$ cat src/sv/assert_macros.svh
// Assertion macros used by the tally top-level RTL.
`ifndef ASSERT_MACROS_SVH
`define ASSERT_MACROS_SVH

// Checked on every rising clk edge outside reset.
`define WVQ_ASSERT(lbl, prop, msg) \
  lbl: assert property (@(posedge clk) disable iff (!rst_n) prop) else $error(msg);

// Checked on every rising clk edge, reset included.
`define WVQ_ASSERT_ALWAYS(lbl, prop, msg) \
  lbl: assert property (@(posedge clk) prop) else $error(msg);

`endif

$ cat src/sv/wvq_pkg.sv
// Types, constants and helper functions of the weighted vote quorum tally.
package wvq_pkg;

  localparam int MAX_VOTERS = 1024;
  localparam int ADDR_W     = (MAX_VOTERS > 1) ? $clog2(MAX_VOTERS) : 1;
  localparam int CLR_W      = ADDR_W + 1;
  localparam int LIMIT_W    = 17;
  localparam int IDX_W      = 10;
  localparam int WEIGHT_W   = 64;
  localparam int CNT_W      = 11;
  localparam int CFG_IDX_W  = 2;
  localparam int CFG_DATA_W = 64;

  typedef enum logic [1:0] {
    ST_SUCCESS   = 2'd0,
    ST_DUPLICATE = 2'd1,
    ST_BAD_SIG   = 2'd2,
    ST_RANGE     = 2'd3
  } status_t;

  typedef enum logic [2:0] {
    TM_UNRESTRICTED  = 3'd0,
    TM_RESTRICTED    = 3'd1,
    TM_WEAK_QUORUM   = 3'd2,
    TM_WEAK_FINAL    = 3'd3,
    TM_STRONG        = 3'd4
  } tally_code_t;

  typedef enum logic [4:0] {
    M_UNRES  = 5'b00001,
    M_RESTR  = 5'b00010,
    M_WACH   = 5'b00100,
    M_WFIN   = 5'b01000,
    M_STRONG = 5'b10000
  } mode_t;

  typedef enum logic [CFG_IDX_W-1:0] {
    CFG_QUORUM      = 2'd0,
    CFG_WEAK_LIMIT  = 2'd1,
    CFG_VOTER_COUNT = 2'd2
  } cfg_reg_t;

  // One bitmap entry: both vote kinds of one voter.
  typedef struct packed {
    logic strong_seen;
    logic weak_seen;
  } seen_t;

  // Second stage word handed to the mode stage.
  typedef struct packed {
    logic                valid;
    status_t             status;
    logic                strong_vote;
    logic                accepted;
    logic [WEIGHT_W-1:0] strong_total;
    logic [WEIGHT_W-1:0] weak_total;
  } tally_t;

  function automatic logic [WEIGHT_W-1:0] sat_add(input logic [WEIGHT_W-1:0] a,
                                                  input logic [WEIGHT_W-1:0] b);
    logic [WEIGHT_W:0] s;
    s = {1'b0, a} + {1'b0, b};
    return s[WEIGHT_W] ? {WEIGHT_W{1'b1}} : s[WEIGHT_W-1:0];
  endfunction

  function automatic tally_code_t mode_code(input mode_t m);
    tally_code_t c;
    case (m)
      M_UNRES:  c = TM_UNRESTRICTED;
      M_RESTR:  c = TM_RESTRICTED;
      M_WACH:   c = TM_WEAK_QUORUM;
      M_WFIN:   c = TM_WEAK_FINAL;
      M_STRONG: c = TM_STRONG;
      default:  c = TM_UNRESTRICTED;
    endcase
    return c;
  endfunction

endpackage

$ cat src/sv/wvq_vote_if.sv
// Vote input channel.
interface wvq_vote_if;
  logic                          valid;
  logic                          ready;
  logic                          strong_vote;
  logic [wvq_pkg::IDX_W-1:0]     voter_index;
  logic [wvq_pkg::WEIGHT_W-1:0]  vote_weight;
  logic                          sig_ok;

  modport source (output valid, strong_vote, voter_index, vote_weight, sig_ok,
                  input ready);
  modport sink (input valid, strong_vote, voter_index, vote_weight, sig_ok,
                output ready);
endinterface

$ cat src/sv/wvq_result_if.sv
// Result output channel.
interface wvq_result_if;
  logic       valid;
  logic       ready;
  logic [1:0] status;
  logic [2:0] tally_mode;
  logic       quorum_reached;

  modport source (output valid, status, tally_mode, quorum_reached, input ready);
  modport sink (input valid, status, tally_mode, quorum_reached, output ready);
endinterface

$ cat src/sv/wvq_cfg_if.sv
// Configuration write channel.
interface wvq_cfg_if;
  logic                           valid;
  logic                           ready;
  logic [wvq_pkg::CFG_IDX_W-1:0]  index;
  logic [wvq_pkg::CFG_DATA_W-1:0] data;

  modport source (output valid, index, data, input ready);
  modport sink (input valid, index, data, output ready);
endinterface

$ cat src/sv/wvq_seen_mem.sv
// Voter bitmap memory with post-reset clear sweep and write-to-read forwarding.
module wvq_seen_mem (
  input  logic                       clk,
  input  logic                       rst_n,
  input  logic                       rd_en,
  input  logic [wvq_pkg::ADDR_W-1:0] rd_addr,
  input  logic                       wr_en,
  input  logic [wvq_pkg::ADDR_W-1:0] wr_addr,
  input  wvq_pkg::seen_t             wr_data,
  output wvq_pkg::seen_t             rd_data,
  output logic                       busy
);

  wvq_pkg::seen_t                    mem [wvq_pkg::MAX_VOTERS];
  wvq_pkg::seen_t                    rd_q_r;
  wvq_pkg::seen_t                    fwd_data_r;
  logic                              fwd_hit_r;
  logic [wvq_pkg::CLR_W-1:0]         clr_cnt_r;
  logic                              busy_r;

  always_ff @(posedge clk) begin
    if (!rst_n) begin
      busy_r    <= 1'b1;
      clr_cnt_r <= '0;
    end else if (busy_r) begin
      clr_cnt_r <= clr_cnt_r + 1'b1;
      if (clr_cnt_r == wvq_pkg::CLR_W'(wvq_pkg::MAX_VOTERS - 1)) begin
        busy_r <= 1'b0;
      end
    end
  end

  always_ff @(posedge clk) begin
    if (busy_r) begin
      mem[clr_cnt_r[wvq_pkg::ADDR_W-1:0]] <= '0;
    end else if (wr_en) begin
      mem[wr_addr] <= wr_data;
    end
    if (rd_en) begin
      rd_q_r     <= mem[rd_addr];
      fwd_data_r <= wr_data;
    end
  end

  // a write in the same cycle as the read lands after the read; pass it on
  always_ff @(posedge clk) begin
    if (!rst_n) begin
      fwd_hit_r <= 1'b0;
    end else if (rd_en) begin
      fwd_hit_r <= wr_en && (wr_addr == rd_addr);
    end
  end

  assign rd_data = fwd_hit_r ? fwd_data_r : rd_q_r;
  assign busy    = busy_r;

endmodule

$ cat src/sv/wvq_check.sv
// Vote check stage: range, duplicate and signature tests, bitmap update, saturating sums.
module wvq_check (
  input  logic                         clk,
  input  logic                         rst_n,
  input  logic                         load,
  input  logic                         s1_en,
  input  logic                         s2_en,
  input  logic                         in_strong_vote,
  input  logic [wvq_pkg::IDX_W-1:0]    in_voter_index,
  input  logic [wvq_pkg::WEIGHT_W-1:0] in_vote_weight,
  input  logic                         in_sig_ok,
  input  logic [wvq_pkg::CNT_W-1:0]    voter_count,
  input  wvq_pkg::seen_t               seen,
  output logic                         s1_valid,
  output logic                         wr_en,
  output logic [wvq_pkg::ADDR_W-1:0]   wr_addr,
  output wvq_pkg::seen_t               wr_data,
  output wvq_pkg::tally_t              s2
);

  logic                         s1_v_r;
  logic                         s1_strong_r;
  logic [wvq_pkg::IDX_W-1:0]    s1_idx_r;
  logic [wvq_pkg::WEIGHT_W-1:0] s1_weight_r;
  logic                         s1_sig_r;

  logic [wvq_pkg::WEIGHT_W-1:0] strong_total_r;
  logic [wvq_pkg::WEIGHT_W-1:0] weak_total_r;
  logic [wvq_pkg::WEIGHT_W-1:0] strong_nxt;
  logic [wvq_pkg::WEIGHT_W-1:0] weak_nxt;

  wvq_pkg::tally_t              s2_r;

  logic [wvq_pkg::LIMIT_W-1:0]  vc_ext;
  logic [wvq_pkg::LIMIT_W-1:0]  max_ext;
  logic [wvq_pkg::LIMIT_W-1:0]  limit;
  logic                         in_range;
  logic                         dup;
  logic                         ok;
  wvq_pkg::status_t             status;

  always_comb begin
    vc_ext   = wvq_pkg::LIMIT_W'(voter_count);
    max_ext  = wvq_pkg::LIMIT_W'(wvq_pkg::MAX_VOTERS);
    limit    = (vc_ext > max_ext) ? max_ext : vc_ext;
    in_range = wvq_pkg::LIMIT_W'(s1_idx_r) < limit;
    dup      = s1_strong_r ? seen.strong_seen : seen.weak_seen;
    ok       = in_range && !dup && s1_sig_r;
    if (!in_range) begin
      status = wvq_pkg::ST_RANGE;
    end else if (dup) begin
      status = wvq_pkg::ST_DUPLICATE;
    end else if (!s1_sig_r) begin
      status = wvq_pkg::ST_BAD_SIG;
    end else begin
      status = wvq_pkg::ST_SUCCESS;
    end
    strong_nxt = (ok && s1_strong_r) ? wvq_pkg::sat_add(strong_total_r, s1_weight_r)
                                     : strong_total_r;
    weak_nxt   = (ok && !s1_strong_r) ? wvq_pkg::sat_add(weak_total_r, s1_weight_r)
                                      : weak_total_r;
    wr_data             = seen;
    wr_data.strong_seen = seen.strong_seen | s1_strong_r;
    wr_data.weak_seen   = seen.weak_seen | !s1_strong_r;
  end

  assign wr_en    = s1_v_r && s1_en && ok;
  assign wr_addr  = wvq_pkg::ADDR_W'(s1_idx_r);
  assign s1_valid = s1_v_r;
  assign s2       = s2_r;

  always_ff @(posedge clk) begin
    if (!rst_n) begin
      s1_v_r         <= 1'b0;
      s2_r.valid     <= 1'b0;
      strong_total_r <= '0;
      weak_total_r   <= '0;
    end else begin
      if (s1_en) begin
        s1_v_r <= load;
      end
      if (s2_en) begin
        s2_r.valid        <= s1_v_r;
        s2_r.status       <= status;
        s2_r.strong_vote  <= s1_strong_r;
        s2_r.accepted     <= ok;
        s2_r.strong_total <= strong_nxt;
        s2_r.weak_total   <= weak_nxt;
      end
      if (s1_v_r && s1_en) begin
        strong_total_r <= strong_nxt;
        weak_total_r   <= weak_nxt;
      end
    end
  end

  always_ff @(posedge clk) begin
    if (load) begin
      s1_strong_r <= in_strong_vote;
      s1_idx_r    <= in_voter_index;
      s1_weight_r <= in_vote_weight;
      s1_sig_r    <= in_sig_ok;
    end
  end

endmodule

$ cat src/sv/wvq_mode.sv
// Quorum mode machine and result register.
module wvq_mode (
  input  logic                         clk,
  input  logic                         rst_n,
  input  logic                         out_en,
  input  wvq_pkg::tally_t              s2,
  input  logic [wvq_pkg::WEIGHT_W-1:0] quorum_weight,
  input  logic [wvq_pkg::WEIGHT_W-1:0] weak_limit,
  output logic                         out_valid,
  output wvq_pkg::status_t             out_status,
  output wvq_pkg::tally_code_t         out_tally_mode,
  output logic                         out_quorum_reached,
  output wvq_pkg::mode_t               mode
);

  wvq_pkg::mode_t               mode_r;
  wvq_pkg::mode_t               mode_nxt;
  wvq_pkg::mode_t               weak_step;
  logic [wvq_pkg::WEIGHT_W-1:0] total;
  logic                         strong_ge;
  logic                         total_ge;
  logic                         weak_gt;
  logic                         weak_ge;

  logic                         out_valid_r;
  wvq_pkg::status_t             status_r;
  wvq_pkg::tally_code_t         tally_r;
  logic                         quorum_r;

  always_comb begin
    total     = wvq_pkg::sat_add(s2.strong_total, s2.weak_total);
    strong_ge = s2.strong_total >= quorum_weight;
    total_ge  = total >= quorum_weight;
    weak_gt   = s2.weak_total > weak_limit;
    weak_ge   = s2.weak_total >= weak_limit;

    weak_step = total_ge ? wvq_pkg::M_WACH : mode_r;
    if (weak_gt) begin
      if (weak_step == wvq_pkg::M_WACH) begin
        weak_step = wvq_pkg::M_WFIN;
      end else if (weak_step == wvq_pkg::M_UNRES) begin
        weak_step = wvq_pkg::M_RESTR;
      end
    end

    mode_nxt = mode_r;
    if (s2.valid && s2.accepted) begin
      if (s2.strong_vote) begin
        case (mode_r)
          wvq_pkg::M_UNRES, wvq_pkg::M_RESTR: begin
            if (strong_ge) begin
              mode_nxt = wvq_pkg::M_STRONG;
            end else if (total_ge) begin
              mode_nxt = (mode_r == wvq_pkg::M_RESTR) ? wvq_pkg::M_WFIN : wvq_pkg::M_WACH;
            end
          end
          wvq_pkg::M_WACH: begin
            if (strong_ge) begin
              mode_nxt = wvq_pkg::M_STRONG;
            end
          end
          default: mode_nxt = mode_r;
        endcase
      end else begin
        case (mode_r)
          wvq_pkg::M_UNRES, wvq_pkg::M_RESTR: mode_nxt = weak_step;
          wvq_pkg::M_WACH: begin
            if (weak_ge) begin
              mode_nxt = wvq_pkg::M_WFIN;
            end
          end
          default: mode_nxt = mode_r;
        endcase
      end
    end
  end

  always_ff @(posedge clk) begin
    if (!rst_n) begin
      mode_r      <= wvq_pkg::M_UNRES;
      out_valid_r <= 1'b0;
    end else if (out_en) begin
      out_valid_r <= s2.valid;
      if (s2.valid) begin
        mode_r <= mode_nxt;
      end
    end
  end

  always_ff @(posedge clk) begin
    if (out_en) begin
      status_r <= s2.status;
      tally_r  <= wvq_pkg::mode_code(mode_nxt);
      quorum_r <= (mode_nxt == wvq_pkg::M_WACH) || (mode_nxt == wvq_pkg::M_WFIN) ||
                  (mode_nxt == wvq_pkg::M_STRONG);
    end
  end

  assign out_valid          = out_valid_r;
  assign out_status         = status_r;
  assign out_tally_mode     = tally_r;
  assign out_quorum_reached = quorum_r;
  assign mode               = mode_r;

endmodule

$ cat src/sv/weighted_vote_quorum_tally.sv
// Weighted vote quorum tally: every accepted vote word yields one result word.
// Throughput one vote word per cycle unless out_res back-pressure or the bitmap clear stalls;
// a bitmap read-modify-write per vote, forwarded. Stages: bitmap read, check/sum update,
// mode update into the result register. rst_n is synchronous; after it the voter bitmap
// is swept clear across all MAX_VOTERS entries, during which in_vote.ready is low; config writes are taken throughout.
`include "assert_macros.svh"

module weighted_vote_quorum_tally (
  input  logic                clk,
  input  logic                rst_n,
  wvq_vote_if.sink            in_vote,
  wvq_result_if.source        out_res,
  wvq_cfg_if.sink             cfg_wr
);

  logic [wvq_pkg::WEIGHT_W-1:0] quorum_r;
  logic [wvq_pkg::WEIGHT_W-1:0] weak_limit_r;
  logic [wvq_pkg::CNT_W-1:0]    voter_count_r;

  logic                         busy;
  logic                         accept;
  logic                         s1_valid;
  logic                         s1_en;
  logic                         s2_en;
  logic                         out_en;
  logic                         wr_en;
  logic [wvq_pkg::ADDR_W-1:0]   wr_addr;
  wvq_pkg::seen_t               wr_data;
  wvq_pkg::seen_t               seen;
  wvq_pkg::tally_t              s2;
  wvq_pkg::status_t             res_status;
  wvq_pkg::tally_code_t         res_mode;
  wvq_pkg::mode_t               mode;
  logic                         res_valid;
  logic                         res_quorum;
  logic                         res_mode_quorum;

  assign cfg_wr.ready = 1'b1;

  always_ff @(posedge clk) begin
    if (!rst_n) begin
      quorum_r      <= '0;
      weak_limit_r  <= '0;
      voter_count_r <= '0;
    end else if (cfg_wr.valid) begin
      case (cfg_wr.index)
        wvq_pkg::CFG_QUORUM:      quorum_r      <= cfg_wr.data;
        wvq_pkg::CFG_WEAK_LIMIT:  weak_limit_r  <= cfg_wr.data;
        wvq_pkg::CFG_VOTER_COUNT: voter_count_r <= cfg_wr.data[wvq_pkg::CNT_W-1:0];
        default: ;
      endcase
    end
  end

  assign out_en        = !res_valid || out_res.ready;
  assign s2_en         = !s2.valid || out_en;
  assign s1_en         = !s1_valid || s2_en;
  assign in_vote.ready = s1_en && !busy;
  assign accept        = in_vote.valid && in_vote.ready;

  wvq_seen_mem u_seen (
    .clk     (clk),
    .rst_n   (rst_n),
    .rd_en   (accept),
    .rd_addr (wvq_pkg::ADDR_W'(in_vote.voter_index)),
    .wr_en   (wr_en),
    .wr_addr (wr_addr),
    .wr_data (wr_data),
    .rd_data (seen),
    .busy    (busy)
  );

  wvq_check u_check (
    .clk            (clk),
    .rst_n          (rst_n),
    .load           (accept),
    .s1_en          (s1_en),
    .s2_en          (s2_en),
    .in_strong_vote (in_vote.strong_vote),
    .in_voter_index (in_vote.voter_index),
    .in_vote_weight (in_vote.vote_weight),
    .in_sig_ok      (in_vote.sig_ok),
    .voter_count    (voter_count_r),
    .seen           (seen),
    .s1_valid       (s1_valid),
    .wr_en          (wr_en),
    .wr_addr        (wr_addr),
    .wr_data        (wr_data),
    .s2             (s2)
  );

  wvq_mode u_mode (
    .clk                (clk),
    .rst_n              (rst_n),
    .out_en             (out_en),
    .s2                 (s2),
    .quorum_weight      (quorum_r),
    .weak_limit         (weak_limit_r),
    .out_valid          (res_valid),
    .out_status         (res_status),
    .out_tally_mode     (res_mode),
    .out_quorum_reached (res_quorum),
    .mode               (mode)
  );

  assign out_res.valid          = res_valid;
  assign out_res.status         = res_status;
  assign out_res.tally_mode     = res_mode;
  assign out_res.quorum_reached = res_quorum;

  assign res_mode_quorum = (res_mode == wvq_pkg::TM_WEAK_QUORUM) ||
                           (res_mode == wvq_pkg::TM_WEAK_FINAL) ||
                           (res_mode == wvq_pkg::TM_STRONG);

  `WVQ_ASSERT_ALWAYS(a_no_vote_during_clear, busy |-> !in_vote.ready, "vote taken during clear")
  `WVQ_ASSERT(a_no_write_during_clear, wr_en |-> !busy, "bitmap write during clear")
  `WVQ_ASSERT(a_quorum_flag, out_res.valid |-> (res_quorum == res_mode_quorum), "quorum flag")
  `WVQ_ASSERT(a_strong_sticky, ($past(rst_n) && ($past(mode) == wvq_pkg::M_STRONG)) |-> (mode == wvq_pkg::M_STRONG), "mode left strong")

endmodule

$ cat src/flat_wrapper.sv
// flat-port wrapper written by rule: the top's interface ports become plain ports
module weighted_vote_quorum_tally_flat 
  (clk, rst_n, in_vote_valid, in_vote_strong_vote, in_vote_voter_index, in_vote_vote_weight, in_vote_sig_ok, in_vote_ready, out_res_valid, out_res_status, out_res_tally_mode, out_res_quorum_reached, out_res_ready, cfg_wr_valid, cfg_wr_index, cfg_wr_data, cfg_wr_ready);
  wvq_vote_if in_vote_i ();
  wvq_result_if out_res_i ();
  wvq_cfg_if cfg_wr_i ();
  input  logic clk;
  input  logic rst_n;
  input wire logic [$bits(in_vote_i.valid)-1:0] in_vote_valid;
  input wire logic [$bits(in_vote_i.strong_vote)-1:0] in_vote_strong_vote;
  input wire logic [$bits(in_vote_i.voter_index)-1:0] in_vote_voter_index;
  input wire logic [$bits(in_vote_i.vote_weight)-1:0] in_vote_vote_weight;
  input wire logic [$bits(in_vote_i.sig_ok)-1:0] in_vote_sig_ok;
  output wire logic [$bits(in_vote_i.ready)-1:0] in_vote_ready;
  output wire logic [$bits(out_res_i.valid)-1:0] out_res_valid;
  output wire logic [$bits(out_res_i.status)-1:0] out_res_status;
  output wire logic [$bits(out_res_i.tally_mode)-1:0] out_res_tally_mode;
  output wire logic [$bits(out_res_i.quorum_reached)-1:0] out_res_quorum_reached;
  input wire logic [$bits(out_res_i.ready)-1:0] out_res_ready;
  input wire logic [$bits(cfg_wr_i.valid)-1:0] cfg_wr_valid;
  input wire logic [$bits(cfg_wr_i.index)-1:0] cfg_wr_index;
  input wire logic [$bits(cfg_wr_i.data)-1:0] cfg_wr_data;
  output wire logic [$bits(cfg_wr_i.ready)-1:0] cfg_wr_ready;
  assign in_vote_i.valid = in_vote_valid;
  assign in_vote_i.strong_vote = in_vote_strong_vote;
  assign in_vote_i.voter_index = in_vote_voter_index;
  assign in_vote_i.vote_weight = in_vote_vote_weight;
  assign in_vote_i.sig_ok = in_vote_sig_ok;
  assign in_vote_ready = in_vote_i.ready;
  assign out_res_valid = out_res_i.valid;
  assign out_res_status = out_res_i.status;
  assign out_res_tally_mode = out_res_i.tally_mode;
  assign out_res_quorum_reached = out_res_i.quorum_reached;
  assign out_res_i.ready = out_res_ready;
  assign cfg_wr_i.valid = cfg_wr_valid;
  assign cfg_wr_i.index = cfg_wr_index;
  assign cfg_wr_i.data = cfg_wr_data;
  assign cfg_wr_ready = cfg_wr_i.ready;
  weighted_vote_quorum_tally u_core (.clk(clk), .rst_n(rst_n), .in_vote(in_vote_i), .out_res(out_res_i), .cfg_wr(cfg_wr_i));
endmodule
$ cat config.mk
export PLATFORM = sky130hd
export DESIGN_NAME = weighted_vote_quorum_tally_flat
export DESIGN_NICKNAME = d
export VERILOG_FILES = /design/src/sv/wvq_pkg.sv /design/src/sv/wvq_vote_if.sv /design/src/sv/wvq_result_if.sv /design/src/sv/wvq_cfg_if.sv /design/src/sv/wvq_seen_mem.sv /design/src/sv/wvq_check.sv /design/src/sv/wvq_mode.sv /design/src/sv/weighted_vote_quorum_tally.sv /design/src/flat_wrapper.sv
export VERILOG_INCLUDE_DIRS = /design/src /design/src/sv
export SDC_FILE = /design/constraint.sdc
export NUM_CORES = 2
export LEC_CHECK = 0
export ABC_CLOCK_PERIOD_IN_PS = 21300
export BUFFER_PORTS_ARGS = -buffer_cell sky130_fd_sc_hd__buf_4
export CAP_MARGIN = 10
export CORE_MARGIN = 2
export CORE_UTILIZATION = 45
export DETAILED_ROUTE_END_ITERATION = 6
export PLACE_DENSITY = 0.72
export SYNTH_ARGS = -nofsm -noshare
export SYNTH_HDL_FRONTEND = slang
export SYNTH_SLANG_ARGS = --single-unit
export TNS_END_PERCENT = 5
$ cat constraint.sdc
create_clock -name clk -period 21.3 [get_ports clk]
set_input_delay 1.065 -clock clk [delete_from_list [all_inputs] [get_ports clk]]
set_output_delay 1.065 -clock clk [all_outputs]
set_load 0.02 [all_outputs]
==> impl_metrics.prom <==
# TYPE chip_impl_metric gauge
chip_impl_metric{name="grt_max_degree",unit=""} 251
chip_impl_metric{name="numClockSinks",unit=""} 2554
chip_impl_info{name="clockRootBuffer",value="sky130_fd_sc_hd__clkbuf_16"} 1
chip_impl_metric{name="drc",unit=""} 2
chip_impl_metric{name="max_cap_violations",unit=""} 0
chip_impl_metric{name="tritoncts.num_buffers",unit=""} 266
chip_impl_metric{name="route.met2.wl",unit="um"} 151000
chip_impl_metric{name="final_core_util",unit="%"} 50.2
chip_impl_info{name="hold_path.startpoint",value="in_vote_vote_weight[2]"} 1
chip_impl_metric{name="io-pin-count",unit=""} 156
chip_impl_info{name="critical_path.reg2reg.startpoint",value="u_core.voter_count_r[10]"} 1
chip_impl_metric{name="detail_route.wl_per_cell",unit="um"} 26.8
chip_impl_metric{name="h-tree-depth",unit=""} 5
chip_impl_info{name="worst_setup_path_end_kind",value="register"} 1
chip_impl_metric{name="edff_count_synth",unit=""} 2266
chip_impl_metric{name="postCtsHoldBufs",unit=""} 0
chip_impl_metric{name="worstHoldPathCells",unit=""} 1
chip_impl_metric{name="synthDominantCellAreaShare",unit="%"} 57.8
chip_impl_metric{name="row_count",unit=""} 187
chip_impl_metric{name="first_global_vias",unit=""} 72800
chip_impl_info{name="violations",value="design-rule violations"} 1
chip_impl_metric{name="routed_length_on_met1",unit="um"} 130000
chip_impl_info{name="regToRegEndpoint",value="u_core.u_seen.mem[150][0]"} 1
chip_impl_info{name="dr.max_layer_used",value="met5"} 1
chip_impl_metric{name="die_y",unit="um"} 516
chip_impl_metric{name="setup_tns",unit="ps"} 0
chip_impl_metric{name="synthDistinctLibCells",unit=""} 85
chip_impl_metric{name="areaGrowthSynthToFinish",unit="%"} 10.8
chip_impl_metric{name="finish.cell_count_without_fillers",unit=""} 12100
chip_impl_metric{name="timing.max_slew.rel_slack",unit="%"} 9.77
chip_impl_metric{name="total_leakage_power",unit="nW"} 44.2
chip_impl_metric{name="hpwlAfterDp",unit="um"} 199000
chip_impl_metric{name="grt_antenna_before_repair",unit=""} 16
chip_impl_metric{name="maxSlewViolCount",unit=""} 0
chip_impl_metric{name="net_count_after_synthesis",unit=""} 8937
chip_impl_metric{name="critical_path_peak_fanout",unit=""} 109
chip_impl_info{name="timing.hold.worst.class",value="input pin to register"} 1
chip_impl_info{name="worstSetupPathType",value="register to register"} 1
chip_impl_info{name="synth.top_cells.by_area",value="sky130_fd_sc_hd__edfxtp_1 (58%), sky130_fd_sc_hd__mux4_2 (13%), sky130_fd_sc_hd__dfxtp_1 (4.9%)"} 1
chip_impl_metric{name="detailedRoute.firstIterationViolations",unit=""} 9833
chip_impl_metric{name="tightestPinTransition",unit="ps"} 1350
chip_impl_metric{name="clock-skew-final",unit="ps"} 73.9
chip_impl_metric{name="via_count",unit=""} 73800
chip_impl_metric{name="placedInstanceArea",unit="mm^2"} 0.122
chip_impl_metric{name="grt_first_pass_wirelength",unit="um"} 475000
chip_impl_info{name="worstHoldEndpoint",value="u_core.u_check.s1_weight_r[2]"} 1
chip_impl_metric{name="vdd.ir_drop.worst",unit="mV"} 0.0768
chip_impl_metric{name="cts.repair_timing.setup_buffer_count",unit=""} 0
chip_impl_metric{name="ys.warnings.count",unit=""} 0
chip_impl_metric{name="post_synth.cell_area_avg",unit="um^2"} 14.0
chip_impl_metric{name="stdcell_area",unit="mm^2"} 0.130
chip_impl_metric{name="hold_violations",unit=""} 0
chip_impl_metric{name="fmax",unit="GHz"} 0.137
chip_impl_metric{name="final_antenna_net_count",unit=""} 0
chip_impl_metric{name="synth-seq-area-share",unit="%"} 62.7
chip_impl_info{name="synth_top_area_cell",value="sky130_fd_sc_hd__edfxtp_1"} 1
chip_impl_metric{name="rr_worst_depth",unit=""} 15
chip_impl_metric{name="die_w",unit="um"} 516
chip_impl_metric{name="via_per_inst",unit=""} 6.11
chip_impl_metric{name="grt.total_usage",unit="%"} 24.0
chip_impl_metric{name="post_cts.resized_instances",unit=""} 0
chip_impl_metric{name="worstPathRequired",unit="ps"} 21830
chip_impl_metric{name="finalPower",unit="mW"} 10.4
chip_impl_metric{name="layout_min_cycle_time",unit="ps"} 7320
chip_impl_metric{name="multi_input_area",unit="mm^2"} 0.0412
chip_impl_metric{name="detailedRoute.firstPassIterationCount",unit=""} 7
chip_impl_metric{name="cts.path.max_buffers",unit=""} 4
chip_impl_metric{name="port_buffers",unit=""} 154
chip_impl_info{name="synth_top_flop_cell",value="sky130_fd_sc_hd__edfxtp_1"} 1
chip_impl_metric{name="clkTransAtPathRegs",unit="ps"} 60
chip_impl_metric{name="dr_wl_met3",unit="um"} 31200
chip_impl_metric{name="placeableCoreArea",unit="mm^2"} 0.260
chip_impl_metric{name="place.detailed.instances",unit=""} 11600
chip_impl_metric{name="instance_count_of_the_mapped_netlist",unit=""} 8393
chip_impl_info{name="rsz_0062_raised_after_global_routing",value="no"} 1
chip_impl_metric{name="synth.ff_latch_count",unit=""} 2554
chip_impl_metric{name="remaining_global_route_overflow",unit=""} 0
chip_impl_metric{name="nets",unit=""} 8929
chip_impl_metric{name="dieArea",unit="mm^2"} 0.266
chip_impl_info{name="cp-startpoint",value="u_core.voter_count_r[10]"} 1
chip_impl_metric{name="postRouteWirelength",unit="um"} 324000
chip_impl_metric{name="layout.filler_cells",unit=""} 21400
chip_impl_metric{name="pwr_density_cell",unit="mW/mm^2"} 79.8
chip_impl_metric{name="setup_viol",unit=""} 0
chip_impl_metric{name="synth_area",unit="mm^2"} 0.118
chip_impl_info{name="run_status",value="finished with violations"} 1
chip_impl_metric{name="initial_standard_cell_utilization_of_the_core",unit="%"} 45.3
chip_impl_info{name="tritoncts",value="done"} 1
chip_impl_metric{name="seqCellArea",unit="mm^2"} 0.0738
chip_impl_metric{name="async_flop_share",unit="%"} 0
chip_impl_metric{name="final_layout_size_suffix_gt1_share",unit="%"} 16.6
chip_impl_metric{name="ff2ff_setup_slack",unit="ps"} 13980
chip_impl_metric{name="worstPathArrival",unit="ps"} 7850
chip_impl_metric{name="period_share",unit="%"} 34.4
chip_impl_info{name="cp-start-kind",value="register"} 1
chip_impl_metric{name="globalplace.congestion",unit=""} 0.946
chip_impl_metric{name="clk_latency",unit="ps"} 880
sequential cells by signal, summed over array words and instances, names as in the netlist, 2 cells and up:
register,cells
u_core.u_seen.rd_q_r,2
u_core.u_seen.fwd_data_r,2
u_core.u_mode.out_tally_mode,3
u_core.u_mode.mode,5
u_core.weak_limit_r,64
u_core.u_check.strong_total_r,64
u_core.quorum_r,64
u_core.u_seen.clr_cnt_r,11
u_core.u_check.s2,133
u_core.u_mode.out_status,2
u_core.voter_count_r,11
u_core.u_check.weak_total_r,64
u_core.u_check.s1_weight_r,64
u_core.u_seen.mem,2048
u_core.u_check.wr_addr,10
where the power goes:
group          switching, mW  internal [mW]  total [mW]
Sequential            0.0159           5.39        5.41
Combinational          0.316          0.225       0.541
Clock                   1.95           2.50        4.46
final cells by class:
cell class                      count  share of cell area [%]
Tap cell                         3496                    3.35
Clock buffer                      332                    5.38
Antenna cell                        5                 0.00959
Clock inverter                    129                   0.840
Inverter                          190                   0.552
Timing Repair Buffer              279                    1.73
Multi-Input combinational cell   5094                    31.6
Sequential cell                  2554                    56.6
layout by cell type (no fill, tap or decap), drive strengths merged, types with 27 or more instances in the layout:
cell type	Yosys	routed
nand4	87	87
a211oi	65	65
a21oi	514	514
nand2	577	577
nor2	1387	1387
o21a	45	45
a31oi	32	32
clkinv	3	91
nor2b	39	39
clkbuf	341	332
xor2	72	72
ha	394	394
edfxtp	2266	2266
inv	187	200
mux4	674	674
a21o	205	205
nand3	91	91
mux2i	42	42
nor3	66	66
buf	214	279
dfxtp	288	288
xnor2	106	106
nand2b	53	53
o21ai	274	274
o21bai	27	27
layer usage:
layer	track usage (%)	up-vias
li1	-	31900
met1	33.8	37300
met2	37.9	3988
met3	3.94	612
met4	8.53	4
met5	0	-
how the worst max path moves through the flow:
stage,endpoint,slack (ps),depth (start not counted)
final,u_core.u_seen.mem[150][0],13980,15
after global routing,u_core.u_seen.mem[149][0],13190,15
after CTS,u_core.u_seen.mem[149][0],13960,15
after detailed placement,u_core.u_seen.rd_q_r[1],13560,13
after global placement,u_core.u_seen.rd_q_r[1],13680,13
after floorplan,u_core.u_seen.mem[0][0],3130,13
stage by stage:
stage / hold slack [ps] / setup slack (ps)
floorplan: 400 / 3130
finish: 402 / 13980
CTS: 343 / 13960
global route: 362 / 13190
global placement: 444 / 13680
detailed placement: 448 / 13560
worst max-delay path, stage by stage (launching register included):
cell and delay (ps):
sky130_fd_sc_hd__dfxtp_1 520, sky130_fd_sc_hd__nand2b_1 170, sky130_fd_sc_hd__ha_1 250, sky130_fd_sc_hd__a21o_1 160, sky130_fd_sc_hd__a21o_1 170, sky130_fd_sc_hd__a21oi_1 130, sky130_fd_sc_hd__o21ai_1 80, sky130_fd_sc_hd__a31oi_1 240
sky130_fd_sc_hd__a21oi_2 170, sky130_fd_sc_hd__nor3_4 170, sky130_fd_sc_hd__buf_4 440, sky130_fd_sc_hd__and2_4 810, sky130_fd_sc_hd__buf_4 820, sky130_fd_sc_hd__buf_4 810, sky130_fd_sc_hd__buf_4 940, sky130_fd_sc_hd__buf_4 860
cells in the mapped netlist, drive strengths merged, types with 187 or more instances:
cell and instances:
edfxtp 2266, nor2 1387, mux4 674, nand2 577
a21oi 514, ha 394, clkbuf 341, dfxtp 288
o21ai 274, buf 214, a21o 205, inv 187
logic make-up after synthesis:
| kind of cell | Yosys count | synth area share (%) |
|---|---|---|
| flip-flops | 2554 | 62.7 |
| AND/OR/NAND/NOR | 2429 | 8.64 |
| AO/OA/AOI/OAI | 1362 | 7.18 |
| buffers and inverters | 745 | 2.58 |
| multiplexers | 727 | 13.4 |
| adder cells (fa/ha/maj) | 397 | 4.24 |
| XOR/XNOR | 178 | 1.32 |
| other | 1 | 0.00318 |
Power figures use the tool's default switching activity.
